<file path="config.mk">
export PLATFORM = sky130hd
export DESIGN_NAME = sha256_message_hash_flat
export DESIGN_NICKNAME = d
export VERILOG_FILES = /design/src/rtl/core/sha256_pkg.sv /design/src/rtl/core/sha256_if.sv /design/src/rtl/core/sha256_message_hash.sv /design/src/rtl/core/sha256_round.sv /design/src/flat_wrapper.sv
export SDC_FILE = /design/constraint.sdc
export NUM_CORES = 2
export LEC_CHECK = 0
export BUFFER_PORTS_ARGS = -buffer_cell sky130_fd_sc_hd__buf_4
export CAP_MARGIN = 0
export CORE_MARGIN = 2
export CORE_UTILIZATION = 59
export DETAILED_ROUTE_END_ITERATION = 10
export PLACE_DENSITY = 0.75
export SLEW_MARGIN = 20
export SYNTH_ARGS = -nofsm -noshare
export SYNTH_HDL_FRONTEND = slang
export SYNTH_SLANG_ARGS = --single-unit
</file>
<file path="constraint.sdc">
create_clock -name clk -period 13.3 [get_ports clk]
set_input_delay 0 -clock clk [delete_from_list [all_inputs] [get_ports clk]]
set_output_delay 0 -clock clk [all_outputs]
set_load 0.005 [all_outputs]
</file>
<file path="src/rtl/core/sha256_pkg.sv">
// sha-256 package: round constants, initial hash, state encoding
// used by sha256_message_hash and sha256_round
`default_nettype none
package sha256_pkg;
	typedef enum logic [2:0] {
		ST_IDLE,
		ST_LOAD,
		ST_ROUND,
		ST_FOLD,
		ST_PAD,
		ST_EMIT
	} state_t;

	typedef logic [31:0] word_t;

	function automatic word_t round_k(input logic [5:0] idx);
		word_t k;
		case (idx)
			6'd0: k = 32'h428a2f98; 6'd1: k = 32'h71374491; 6'd2: k = 32'hb5c0fbcf;
			6'd3: k = 32'he9b5dba5; 6'd4: k = 32'h3956c25b; 6'd5: k = 32'h59f111f1;
			6'd6: k = 32'h923f82a4; 6'd7: k = 32'hab1c5ed5; 6'd8: k = 32'hd807aa98;
			6'd9: k = 32'h12835b01; 6'd10: k = 32'h243185be; 6'd11: k = 32'h550c7dc3;
			6'd12: k = 32'h72be5d74; 6'd13: k = 32'h80deb1fe; 6'd14: k = 32'h9bdc06a7;
			6'd15: k = 32'hc19bf174; 6'd16: k = 32'he49b69c1; 6'd17: k = 32'hefbe4786;
			6'd18: k = 32'h0fc19dc6; 6'd19: k = 32'h240ca1cc; 6'd20: k = 32'h2de92c6f;
			6'd21: k = 32'h4a7484aa; 6'd22: k = 32'h5cb0a9dc; 6'd23: k = 32'h76f988da;
			6'd24: k = 32'h983e5152; 6'd25: k = 32'ha831c66d; 6'd26: k = 32'hb00327c8;
			6'd27: k = 32'hbf597fc7; 6'd28: k = 32'hc6e00bf3; 6'd29: k = 32'hd5a79147;
			6'd30: k = 32'h06ca6351; 6'd31: k = 32'h14292967; 6'd32: k = 32'h27b70a85;
			6'd33: k = 32'h2e1b2138; 6'd34: k = 32'h4d2c6dfc; 6'd35: k = 32'h53380d13;
			6'd36: k = 32'h650a7354; 6'd37: k = 32'h766a0abb; 6'd38: k = 32'h81c2c92e;
			6'd39: k = 32'h92722c85; 6'd40: k = 32'ha2bfe8a1; 6'd41: k = 32'ha81a664b;
			6'd42: k = 32'hc24b8b70; 6'd43: k = 32'hc76c51a3; 6'd44: k = 32'hd192e819;
			6'd45: k = 32'hd6990624; 6'd46: k = 32'hf40e3585; 6'd47: k = 32'h106aa070;
			6'd48: k = 32'h19a4c116; 6'd49: k = 32'h1e376c08; 6'd50: k = 32'h2748774c;
			6'd51: k = 32'h34b0bcb5; 6'd52: k = 32'h391c0cb3; 6'd53: k = 32'h4ed8aa4a;
			6'd54: k = 32'h5b9cca4f; 6'd55: k = 32'h682e6ff3; 6'd56: k = 32'h748f82ee;
			6'd57: k = 32'h78a5636f; 6'd58: k = 32'h84c87814; 6'd59: k = 32'h8cc70208;
			6'd60: k = 32'h90befffa; 6'd61: k = 32'ha4506ceb; 6'd62: k = 32'hbef9a3f7;
			default: k = 32'hc67178f2;
		endcase
		return k;
	endfunction

	function automatic word_t init_hash(input logic [2:0] idx);
		word_t h;
		case (idx)
			3'd0: h = 32'h6a09e667; 3'd1: h = 32'hbb67ae85;
			3'd2: h = 32'h3c6ef372; 3'd3: h = 32'ha54ff53a;
			3'd4: h = 32'h510e527f; 3'd5: h = 32'h9b05688c;
			3'd6: h = 32'h1f83d9ab; default: h = 32'h5be0cd19;
		endcase
		return h;
	endfunction

	localparam logic [7:0] PAD_MARK = 8'h80;
	localparam logic [5:0] LEN_POS = 6'd56;
endpackage
`default_nettype wire

</file>
<file path="src/rtl/core/sha256_if.sv">
// valid/ready stream interfaces for the byte input and the digest output
// depends on nothing
`default_nettype none
interface sha256_byte_if;
	logic valid;
	logic ready;
	logic [7:0] msg_byte;
	logic final_byte;
	modport source (output valid, msg_byte, final_byte, input ready);
	modport sink (input valid, msg_byte, final_byte, output ready);
endinterface

interface sha256_digest_if;
	logic valid;
	logic ready;
	logic [31:0] digest_word;
	logic [2:0] word_index;
	logic last_word;
	modport source (output valid, digest_word, word_index, last_word, input ready);
	modport sink (input valid, digest_word, word_index, last_word, output ready);
endinterface
`default_nettype wire

</file>
<file path="src/rtl/core/sha256_message_hash.sv">
// sha-256 top level: byte packer, padding sequencer, round loop, digest output
// depends on sha256_pkg, sha256_if, sha256_round
//
// channel   dir  payload                              beat
// in        in   msg_byte[7:0], final_byte            one message byte
// out       out  digest_word[31:0], word_index, last  one digest word
//
// a byte that completes no block is only packed; a full block adds a load step,
// 64 rounds and a fold step, all through the single round unit.
// after a final byte, padding runs one byte per cycle plus one or two blocks,
// then eight digest beats go out; out.ready stalls only the emit phase.
// reset loads the initial hash; no clearing pass.
`default_nettype none
module sha256_message_hash (
	input wire logic clk,
	input wire logic arst_n,
	sha256_byte_if.sink     in,
	sha256_digest_if.source out
);
	sha256_pkg::state_t state_q, state_d;
	sha256_pkg::word_t hash_q [8];
	sha256_pkg::word_t work_q [8];
	sha256_pkg::word_t win_q [16];
	sha256_pkg::word_t packer_q;
	logic [60:0] total_q;
	logic [6:0]  rnd_q;
	logic [1:0]  pad_q;     // 1 fill, 2 length
	logic        fin_q;     // 0x80 byte still owed, or padding done and digest due
	logic [2:0]  emit_q;
	logic [5:0]  pad_pos_q; // block position while padding
	logic [5:0]  pos;
	logic [7:0]  pad_byte;
	logic [63:0] bits;
	logic        take;
	sha256_pkg::word_t wnew;
	sha256_pkg::word_t next [8];

	assign pos = (state_q == sha256_pkg::ST_PAD) ? pad_pos_q : total_q[5:0];
	assign bits = {total_q, 3'b000};
	assign take = in.valid && in.ready;

	sha256_round u_round (
		.work(work_q),
		.w2(win_q[4'(rnd_q[3:0] - 4'd2)]),
		.w7(win_q[4'(rnd_q[3:0] - 4'd7)]),
		.w15(win_q[4'(rnd_q[3:0] - 4'd15)]),
		.w16(win_q[rnd_q[3:0]]),
		.wcur(win_q[rnd_q[3:0]]),
		.use_sched(rnd_q[5:4] != 2'd0),
		.rnd(rnd_q[5:0]),
		.wnew(wnew),
		.next(next)
	);

	// padding byte at current position: 0x80 mark, zero fill, then big-endian length
	always_comb begin
		if (pad_q == 2'd2)
			pad_byte = bits[{3'd7 - pos[2:0], 3'b000} +: 8];
		else if (pad_q == 2'd1 && !fin_q)
			pad_byte = 8'h00;
		else
			pad_byte = sha256_pkg::PAD_MARK;
	end

	always_comb begin
		state_d = state_q;
		case (state_q)
			sha256_pkg::ST_IDLE: begin
				if (take && pos == 6'd63)
					state_d = sha256_pkg::ST_LOAD;
				else if (take && in.final_byte)
					state_d = sha256_pkg::ST_PAD;
			end
			sha256_pkg::ST_PAD: begin
				if (pos[5:0] == 6'd63 || (pad_q == 2'd2 && pos[2:0] == 3'd7))
					state_d = sha256_pkg::ST_LOAD;
			end
			sha256_pkg::ST_LOAD: state_d = sha256_pkg::ST_ROUND;
			sha256_pkg::ST_ROUND: begin
				if (rnd_q == 7'd63)
					state_d = sha256_pkg::ST_FOLD;
			end
			sha256_pkg::ST_FOLD: begin
				if (pad_q == 2'd0 && !fin_q)
					state_d = sha256_pkg::ST_IDLE;
				else if (pad_q == 2'd0)
					state_d = sha256_pkg::ST_EMIT;
				else
					state_d = sha256_pkg::ST_PAD;
			end
			sha256_pkg::ST_EMIT: begin
				if (out.ready && emit_q == 3'd7)
					state_d = sha256_pkg::ST_IDLE;
			end
			default: state_d = sha256_pkg::ST_IDLE;
		endcase
	end

	always_comb begin
		in.ready = (state_q == sha256_pkg::ST_IDLE);
		out.valid = (state_q == sha256_pkg::ST_EMIT);
		out.digest_word = hash_q[emit_q];
		out.word_index = emit_q;
		out.last_word = (emit_q == 3'd7);
	end

	always_ff @(posedge clk or negedge arst_n) begin
		if (!arst_n) begin
			state_q <= sha256_pkg::ST_IDLE;
			for (int i = 0; i < 8; i++)
				hash_q[i] <= sha256_pkg::init_hash(3'(i));
			packer_q <= '0;
			total_q <= '0;
			rnd_q <= '0;
			pad_q <= '0;
			fin_q <= 1'b0;
			emit_q <= '0;
			pad_pos_q <= '0;
		end else begin
			state_q <= state_d;
			case (state_q)
				sha256_pkg::ST_IDLE: begin
					if (take) begin
						packer_q <= {packer_q[23:0], in.msg_byte};
						if (pos[1:0] == 2'd3)
							win_q[pos[5:2]] <= {packer_q[23:0], in.msg_byte};
						total_q <= total_q + 61'd1;
						if (in.final_byte) begin
							fin_q <= 1'b1;
							pad_q <= 2'd1;
							pad_pos_q <= pos + 6'd1;
						end
					end
				end
				sha256_pkg::ST_PAD: begin
					// fin_q marks the 0x80 byte still owed
					packer_q <= {packer_q[23:0], pad_byte};
					if (pos[1:0] == 2'd3)
						win_q[pos[5:2]] <= {packer_q[23:0], pad_byte};
					if (pad_q == 2'd1 && fin_q)
						fin_q <= 1'b0;
					if (pad_q == 2'd2) begin
						if (pos[2:0] == 3'd7) begin
							pad_q <= 2'd0;
							fin_q <= 1'b1;
						end
					end else if (6'(pos + 6'd1) == sha256_pkg::LEN_POS)
						pad_q <= 2'd2;
					// position walks apart from the byte count, which feeds the length
					pad_pos_q <= pos + 6'd1;
				end
				sha256_pkg::ST_LOAD: begin
					work_q <= hash_q;
					rnd_q <= '0;
				end
				sha256_pkg::ST_ROUND: begin
					work_q <= next;
					if (rnd_q[5:4] != 2'd0)
						win_q[rnd_q[3:0]] <= wnew;
					rnd_q <= rnd_q + 7'd1;
				end
				sha256_pkg::ST_FOLD: begin
					for (int i = 0; i < 8; i++)
						hash_q[i] <= hash_q[i] + work_q[i];
					rnd_q <= '0;
					emit_q <= '0;
				end
				sha256_pkg::ST_EMIT: begin
					if (out.ready) begin
						emit_q <= emit_q + 3'd1;
						if (emit_q == 3'd7) begin
							for (int i = 0; i < 8; i++)
								hash_q[i] <= sha256_pkg::init_hash(3'(i));
							total_q <= '0;
							packer_q <= '0;
							fin_q <= 1'b0;
						end
					end
				end
				default: ;
			endcase
		end
	end
endmodule
`default_nettype wire

</file>
<file path="src/rtl/core/sha256_round.sv">
// one sha-256 round and one schedule update, shared across all 64 rounds
// depends on sha256_pkg
`default_nettype none
module sha256_round (
	input  wire sha256_pkg::word_t work [8],
	input  wire sha256_pkg::word_t w2,
	input  wire sha256_pkg::word_t w7,
	input  wire sha256_pkg::word_t w15,
	input  wire sha256_pkg::word_t w16,
	input  wire sha256_pkg::word_t wcur,
	input  wire logic              use_sched,
	input  wire logic [5:0]        rnd,
	output sha256_pkg::word_t      wnew,
	output sha256_pkg::word_t      next [8]
);
	sha256_pkg::word_t s0, s1, w, t1, t2, e, a;

	always_comb begin
		s1 = {w2[16:0], w2[31:17]} ^ {w2[18:0], w2[31:19]} ^ (w2 >> 10);
		s0 = {w15[6:0], w15[31:7]} ^ {w15[17:0], w15[31:18]} ^ (w15 >> 3);
		wnew = s1 + w7 + s0 + w16;
		w = use_sched ? wnew : wcur;
		e = work[4];
		a = work[0];
		t1 = work[7] + ({e[5:0], e[31:6]} ^ {e[10:0], e[31:11]} ^ {e[24:0], e[31:25]})
			+ ((e & work[5]) ^ (~e & work[6])) + sha256_pkg::round_k(rnd) + w;
		t2 = ({a[1:0], a[31:2]} ^ {a[12:0], a[31:13]} ^ {a[21:0], a[31:22]})
			+ ((a & work[1]) ^ (a & work[2]) ^ (work[1] & work[2]));
		next[7] = work[6];
		next[6] = work[5];
		next[5] = work[4];
		next[4] = work[3] + t1;
		next[3] = work[2];
		next[2] = work[1];
		next[1] = work[0];
		next[0] = t1 + t2;
	end
endmodule
`default_nettype wire
</file>
<file path="src/flat_wrapper.sv">
// flat-port wrapper written by rule: the top's interface ports become plain ports
module sha256_message_hash_flat 
  (clk, arst_n, in_valid, in_msg_byte, in_final_byte, in_ready, out_valid, out_digest_word, out_word_index, out_last_word, out_ready);
  sha256_byte_if in_i ();
  sha256_digest_if out_i ();
  input wire logic clk;
  input wire logic arst_n;
  input wire logic [$bits(in_i.valid)-1:0] in_valid;
  input wire logic [$bits(in_i.msg_byte)-1:0] in_msg_byte;
  input wire logic [$bits(in_i.final_byte)-1:0] in_final_byte;
  output wire logic [$bits(in_i.ready)-1:0] in_ready;
  output wire logic [$bits(out_i.valid)-1:0] out_valid;
  output wire logic [$bits(out_i.digest_word)-1:0] out_digest_word;
  output wire logic [$bits(out_i.word_index)-1:0] out_word_index;
  output wire logic [$bits(out_i.last_word)-1:0] out_last_word;
  input wire logic [$bits(out_i.ready)-1:0] out_ready;
  assign in_i.valid = in_valid;
  assign in_i.msg_byte = in_msg_byte;
  assign in_i.final_byte = in_final_byte;
  assign in_ready = in_i.ready;
  assign out_valid = out_i.valid;
  assign out_digest_word = out_i.digest_word;
  assign out_word_index = out_i.word_index;
  assign out_last_word = out_i.last_word;
  assign out_i.ready = out_ready;
  sha256_message_hash u_core (.clk(clk), .arst_n(arst_n), .in(in_i), .out(out_i));
endmodule
</file>
* Word level (Yosys, flattened, before mapping)
Memories as Yosys holds them, arrays and structs flattened.
Index checks and enable logic that the tools add are counted.
** Word-level totals
- Flip-flop bits (word level) :: 619
- Bits in writable memories :: 512
- Bits in read-only memories :: 2048
- Input port bits :: 13
- Word-level logic and storage cells :: 189
- Memories :: 2
** Operators by class
- $add $sub $neg :: 26
- Order comparisons :: 1
- Eq/ne operators :: 23
- Shifts and indexed selects :: 1
- Multiplexer cells :: 60
- Bitwise gates (word level) :: 19
- Reduce and logical (&&, ||, !) cells :: 33
** Memories
- (no name shown) :: words 64, width 32, rd ports 1, clocked after Yosys merged registers in 0, wr ports 0, line sha256_pkg.sv:18 : case (idx)
- u_core.win_q :: words 16, width 32, rd ports 4, clocked after Yosys merged registers in 0, wr ports 1, line sha256_message_hash.sv:23 : sha256_pkg::word_t win_q [16];
** Operator list (count)
- $pmux 256 s2 :: 2
- $add 32x32->32 :: 18
- $mux 256 :: 2
- $xor 32x32->32 :: 9
- $mux 61 :: 3
- $and 32x32->32 :: 5
- $mux 32 :: 5
- $pmux 61 s2 :: 1
- $bmux 32 s3 :: 1
- $mux 24 :: 3
- $pmux 24 s3 :: 1
- $shiftx 64x7->8 :: 1
- $add 61x1->61 const B :: 1
- $not 32->32 :: 1
- $reduce_or 32->1 :: 1
- $xor 32x22->32 :: 1
- $xor 32x29->32 :: 1
- $mux 3 :: 7
- $mux 1 :: 18
- $mux 6 :: 3
- $pmux 3 s6 :: 1
- $mux 8 :: 2
- $pmux 7 s2 :: 1
- $eq 3x3->1 const B :: 4
- 37 further kinds :: 71

* Longest topological paths before layout
An unclocked memory read counts as a cell.
- Word-level depth :: 11
- Gate-level depth with buffers :: 63
- Depth with buffers taken out :: 53

* Modules after synthesis
A second synthesis with hierarchy kept.
** Second synthesis, totals
- Cells, all modules :: 7572
- Area, all modules :: 84760.0 µm²
** Modules (own cells, without submodules)
- sha256_message_hash :: instances 1, cells each 5240, area an instance 66482.5 µm², seq. area each 32316.0 µm²
- sha256_round :: instances 1, cells each 2332, area an instance 18277.5 µm², seq. area each 0.0 µm²

* Worst setup path before layout
Ideal clock, no wire load.
- Kind :: register to register
- Start point :: register u_core.rnd_q[0]
- End point :: register u_core.work_q[255] (netlist name) (data pin)
- Library setup time :: 264 ps
- Arrival :: 13481 ps
- Slack :: -446 ps
- Stages on the path, launching flop included :: 63
- Path buffers :: 10
- Cells stage by stage :: dfrtp_1 buf_4 buf_6 buf_2 buf_2 buf_2 inv_1 clkbuf_1 ha_1 buf_2 buf_1 buf_2 clkbuf_1 mux4_2 mux4_2 xor2_1 xnor2_1 fa_1 [... 27 more ...] nor2_1 o21bai_1 a21oi_1 xnor2_1 inv_1 fa_1 inv_1 ha_1 and3_1 a21oi_1 a41oi_1 o21ai_0 a21oi_1 a221o_1 a21oi_1 xnor2_1 xnor2_1 o21ai_1
** Between the ends
- Word-level cells in the longest chain between the ends :: 11
** Ends and longest elaborated chain
- start: declaration :: line sha256_message_hash.sv:26 : logic [6:0] rnd_q;
- start signal: assignment :: line sha256_message_hash.sv:160 : rnd_q <= rnd_q + 7'd1;
- $sub 4x2->4 :: line sha256_message_hash.sv:44 : .w2(win_q[4'(rnd_q[3:0] - 4'd2)]),
- $mem_v2 16x32
- $xor 32x32->32 :: line sha256_round.sv:19 : s1 = {w2[16:0], w2[31:17]} ^ {w2[18:0], w2[31:19]} ^ (w2 >> 10);
- $xor 32x22->32 :: line sha256_round.sv:19
- $add 32x32->32 (3 in series) :: line sha256_round.sv:21 : wnew = s1 + w7 + s0 + w16;
- $mux 32 :: line sha256_round.sv:22 : w = use_sched ? wnew : wcur;
- $add 32x32->32 * :: line sha256_round.sv:26 : + ((e & work[5]) ^ (~e & work[6])) + sha256_pkg::round_k(rnd) + w;
- $add 32x32->32 * :: line sha256_round.sv:36 : next[0] = t1 + t2;
- $pmux 256 s2 * :: line sha256_message_hash.sv:121 : case (state_q)
- end signal: assignment :: line sha256_message_hash.sv:153 : work_q <= hash_q;
- end signal: assignment :: line sha256_message_hash.sv:157 : work_q <= next;
- end: declaration :: line sha256_message_hash.sv:22 : sha256_pkg::word_t work_q [8];
Every way passes the cells marked *; elsewhere a longest branch is shown, timed or not.
A chain may end at the register's enable or synchronous reset.

* Worst setup path after layout
Ends and elaborated chain as after synthesis.

==> metrics.cfg <==
[yosys]
synth_cells = 7947
syn_area_mm2 = 0.0842
synth-seq-cells = 1131
synthFlopType = edfxtp_1
seq_area_frac_synth_pct = 38.4
synth_nets = 8551
async_flop_share_pct = 32.1
synthDistinctLibCells = 87
synth-edff-count = 768
synth.avg_cell_area_um2 = 10.6
yosysWarnings = 0

[grt]
antenna_found_initial = 5
grt_pass1_wl_mm = 430
grt_pass1_vias = 65481
grt-ovfl-total = 0
track_usage_pct = 39.7
grt_max_degree = 134

[detailed_routing]
totalWireLength_mm = 293
viasPerCell = 6.88
first_iter_violations = 9499
drt_pass1_iterations = 8
detail-route-antenna-nets = 0
vias = 67843
avgRoutedWirePerCell_um = 29.7
drc_errors = 0

[die]
die_area_mm2 = 0.146
num_rows = 138
core_mm2 = 0.142
start_util_pct = 59.5
die_y_um = 382
boundaryPins = 51
die_width_um = 382

[clock_network]
path_clk_slew_ps = 60
cts_tree = done
cts_made_buffers = 133
clockBufferDepth = 3
htreeDepth = 4
cts_sinks = 1131
clock_latency_ps = 810
root_buffer = clkbuf_16

[critical_path]
path_max_fanout = 39
cp_slowest_stage_delay_ps = 590
path_buf_inv = 11
worst-endpoint-arrival_ps = 13230
cpMaxStageDelayCell = mux4_2
crit_type = reg2reg
cp-end-kind = flop
startpoint_type = flop
critPathTopFamily = adder cells
r2r_cells = 48
cp_num_cells = 48
required_ps = 13820
crit_path_frequent_cell = inv_1

[timing]
finalSetupTns_ps = 0
setup_viol = 0
max_freq_mhz = 78.7
worst_pin_slew_ps = 1190
whs_ps = 39.1
slew_violations = 0
slew_headroom_pct = 20.2
clock_skew_ps = 42.6
period_share_pct = 95.6
finalCriticalPeriod_ps = 12710
hold_viol_final = 0

[final_layout]
syn_to_final_growth_pct = 8.86
drive_above_1_share_pct = 15.4
nets = 8469

[placement]
hpwlAfterDp_mm = 207
place_congestion = 1.04
portBuffers = 50

[run]
cap_violations = 0

[status]
status = finished, final reports clean

[hold_path]
hp-class = in2async

registers in the layout (all words and copies together) (netlist names):
register and count:
u_core.packer_q 24, u_core.hash_q 256, u_core.out.word_index 3, u_core.state_q 3
u_core.pad_pos_q 6, u_core.fin_q 1, u_core.total_q 61, u_core.pad_q 2
u_core.work_q 256, u_core.rnd_q 7, u_core.win_q 512
final cells by class:
class,instances,area (um^2)
Antenna cell,1,2.50
Inverter,506,1900
Clock inverter,83,847
Multi-Input combinational cell,5852,48400
Timing Repair Buffer,241,2280
Sequential cell,1131,32300
Tap cell,1890,2360
Fill cell,10908,49900
Clock buffer,161,3510
routing by layer:
metal | share of wire [%] | routed length, um | vias up | track usage (%)
li1 | - | - | 28876 | -
met1 | 36 | 105000 | 33453 | 50.8
met2 | 46 | 136000 | 4516 | 63.0
met3 | 10 | 29500 | 998 | 7.12
met4 | 7.8 | 22800 | 0 | 25.0
met5 | 0 | 0 | - | 0
logic make-up (layout without fill, tap and decap cells):
family                     after synthesis  after routing  share of synthesized area, %
DFF                                   1131           1131                          38.4
muxes                                  707            707                          15.9
xor gates and xnor gates               630            630                          6.56
and+or+nand+nor                       2143           2143                          11.1
buffers and inverters                  964            991                          4.43
AOI/OAI and AO/OA                     1776           1776                          13.1
adders and majority gates              596            596                          10.6
other                                    0              1                             0
through the flow:
stage / utilization (%) / instances / area (um^2) / setup WS (ps)
2_1_floorplan: - / 7947 / 84200 / 29.6
3_3_place_gp: 61.4 / 9598 / 86900 / 532
3_5_place_dp: 61.4 / 9598 / 86900 / 508
4_1_cts: 64.6 / 9856 / 91400 / 413
5_1_grt: 64.7 / 9864 / 91600 / -44.4
6_report: 64.7 / 9865 / 91600 / 590
final timing paths:
kind,from,to,slack [ps]
worst min-delay path,arst_n,u_core.hash_q[249],40
min in group clk,in_msg_byte[5],u_core.packer_q[5],80
max in group asynchronous,arst_n,u_core.hash_q[134],9800
worst min register to register,u_core.pad_pos_q[4],u_core.pad_pos_q[4],490
worst max register to register,u_core.rnd_q[0],u_core.work_q[255],590
worst max-delay path,u_core.rnd_q[0],u_core.work_q[255],590
cell usage in the layout, fill, tap and decap left out, types with 277 or more instances in the layout:
cell type and n:
nand2_1 1079, edfxtp_1 768, a21oi_1 512, o21ai_0 511, inv_1 502, mux4_2 495
nor2_1 416, ha_1 392, xnor2_1 351, xor2_1 277
what timing repair did:
| action | in CTS | in global routing |
|---|---|---|
| buffers inserted | 0 | 4 |
| gates resized for setup | 0 | 12 |
| endpoints found under the hold margin | 241 | 0 |
| endpoints found under the setup margin | 0 | 8 |
| hold buffers | 14 | 0 |
cell usage after synthesis, types with 23 or more instances:
master | number | area (um^2)
nand2_1 | 1081 | 4060
edfxtp_1 | 768 | 23100
a21oi_1 | 514 | 2570
o21ai_0 | 512 | 2560
inv_1 | 504 | 1890
mux4_2 | 495 | 11100
nor2_1 | 437 | 1640
ha_1 | 396 | 4950
xnor2_1 | 352 | 3080
clkbuf_1 | 349 | 1310
xor2_1 | 277 | 2430
dfrtp_1 | 227 | 5680
a21o_1 | 195 | 1460
fa_1 | 195 | 3900
nand3_1 | 156 | 781
mux2i_1 | 146 | 1460
dfstp_2 | 136 | 3570
nor3_1 | 127 | 636
a31oi_1 | 68 | 425
mux2_2 | 66 | 743
and3_1 | 64 | 400
o21bai_1 | 62 | 465
nand2b_1 | 58 | 363
buf_2 | 56 | 280
nor2b_1 | 55 | 344
a211oi_1 | 48 | 360
buf_1 | 45 | 169
o221ai_1 | 41 | 359
o21a_1 | 40 | 300
o31ai_1 | 40 | 300
nand4_1 | 32 | 200
or3_1 | 31 | 194
or2_2 | 25 | 156
o211ai_1 | 24 | 180
a221oi_1 | 23 | 201
and2_1 | 23 | 144
Power is left out: the tool's default activity adds up to more than one toggle a clock period on the data nets, which glitch-free logic cannot reach.
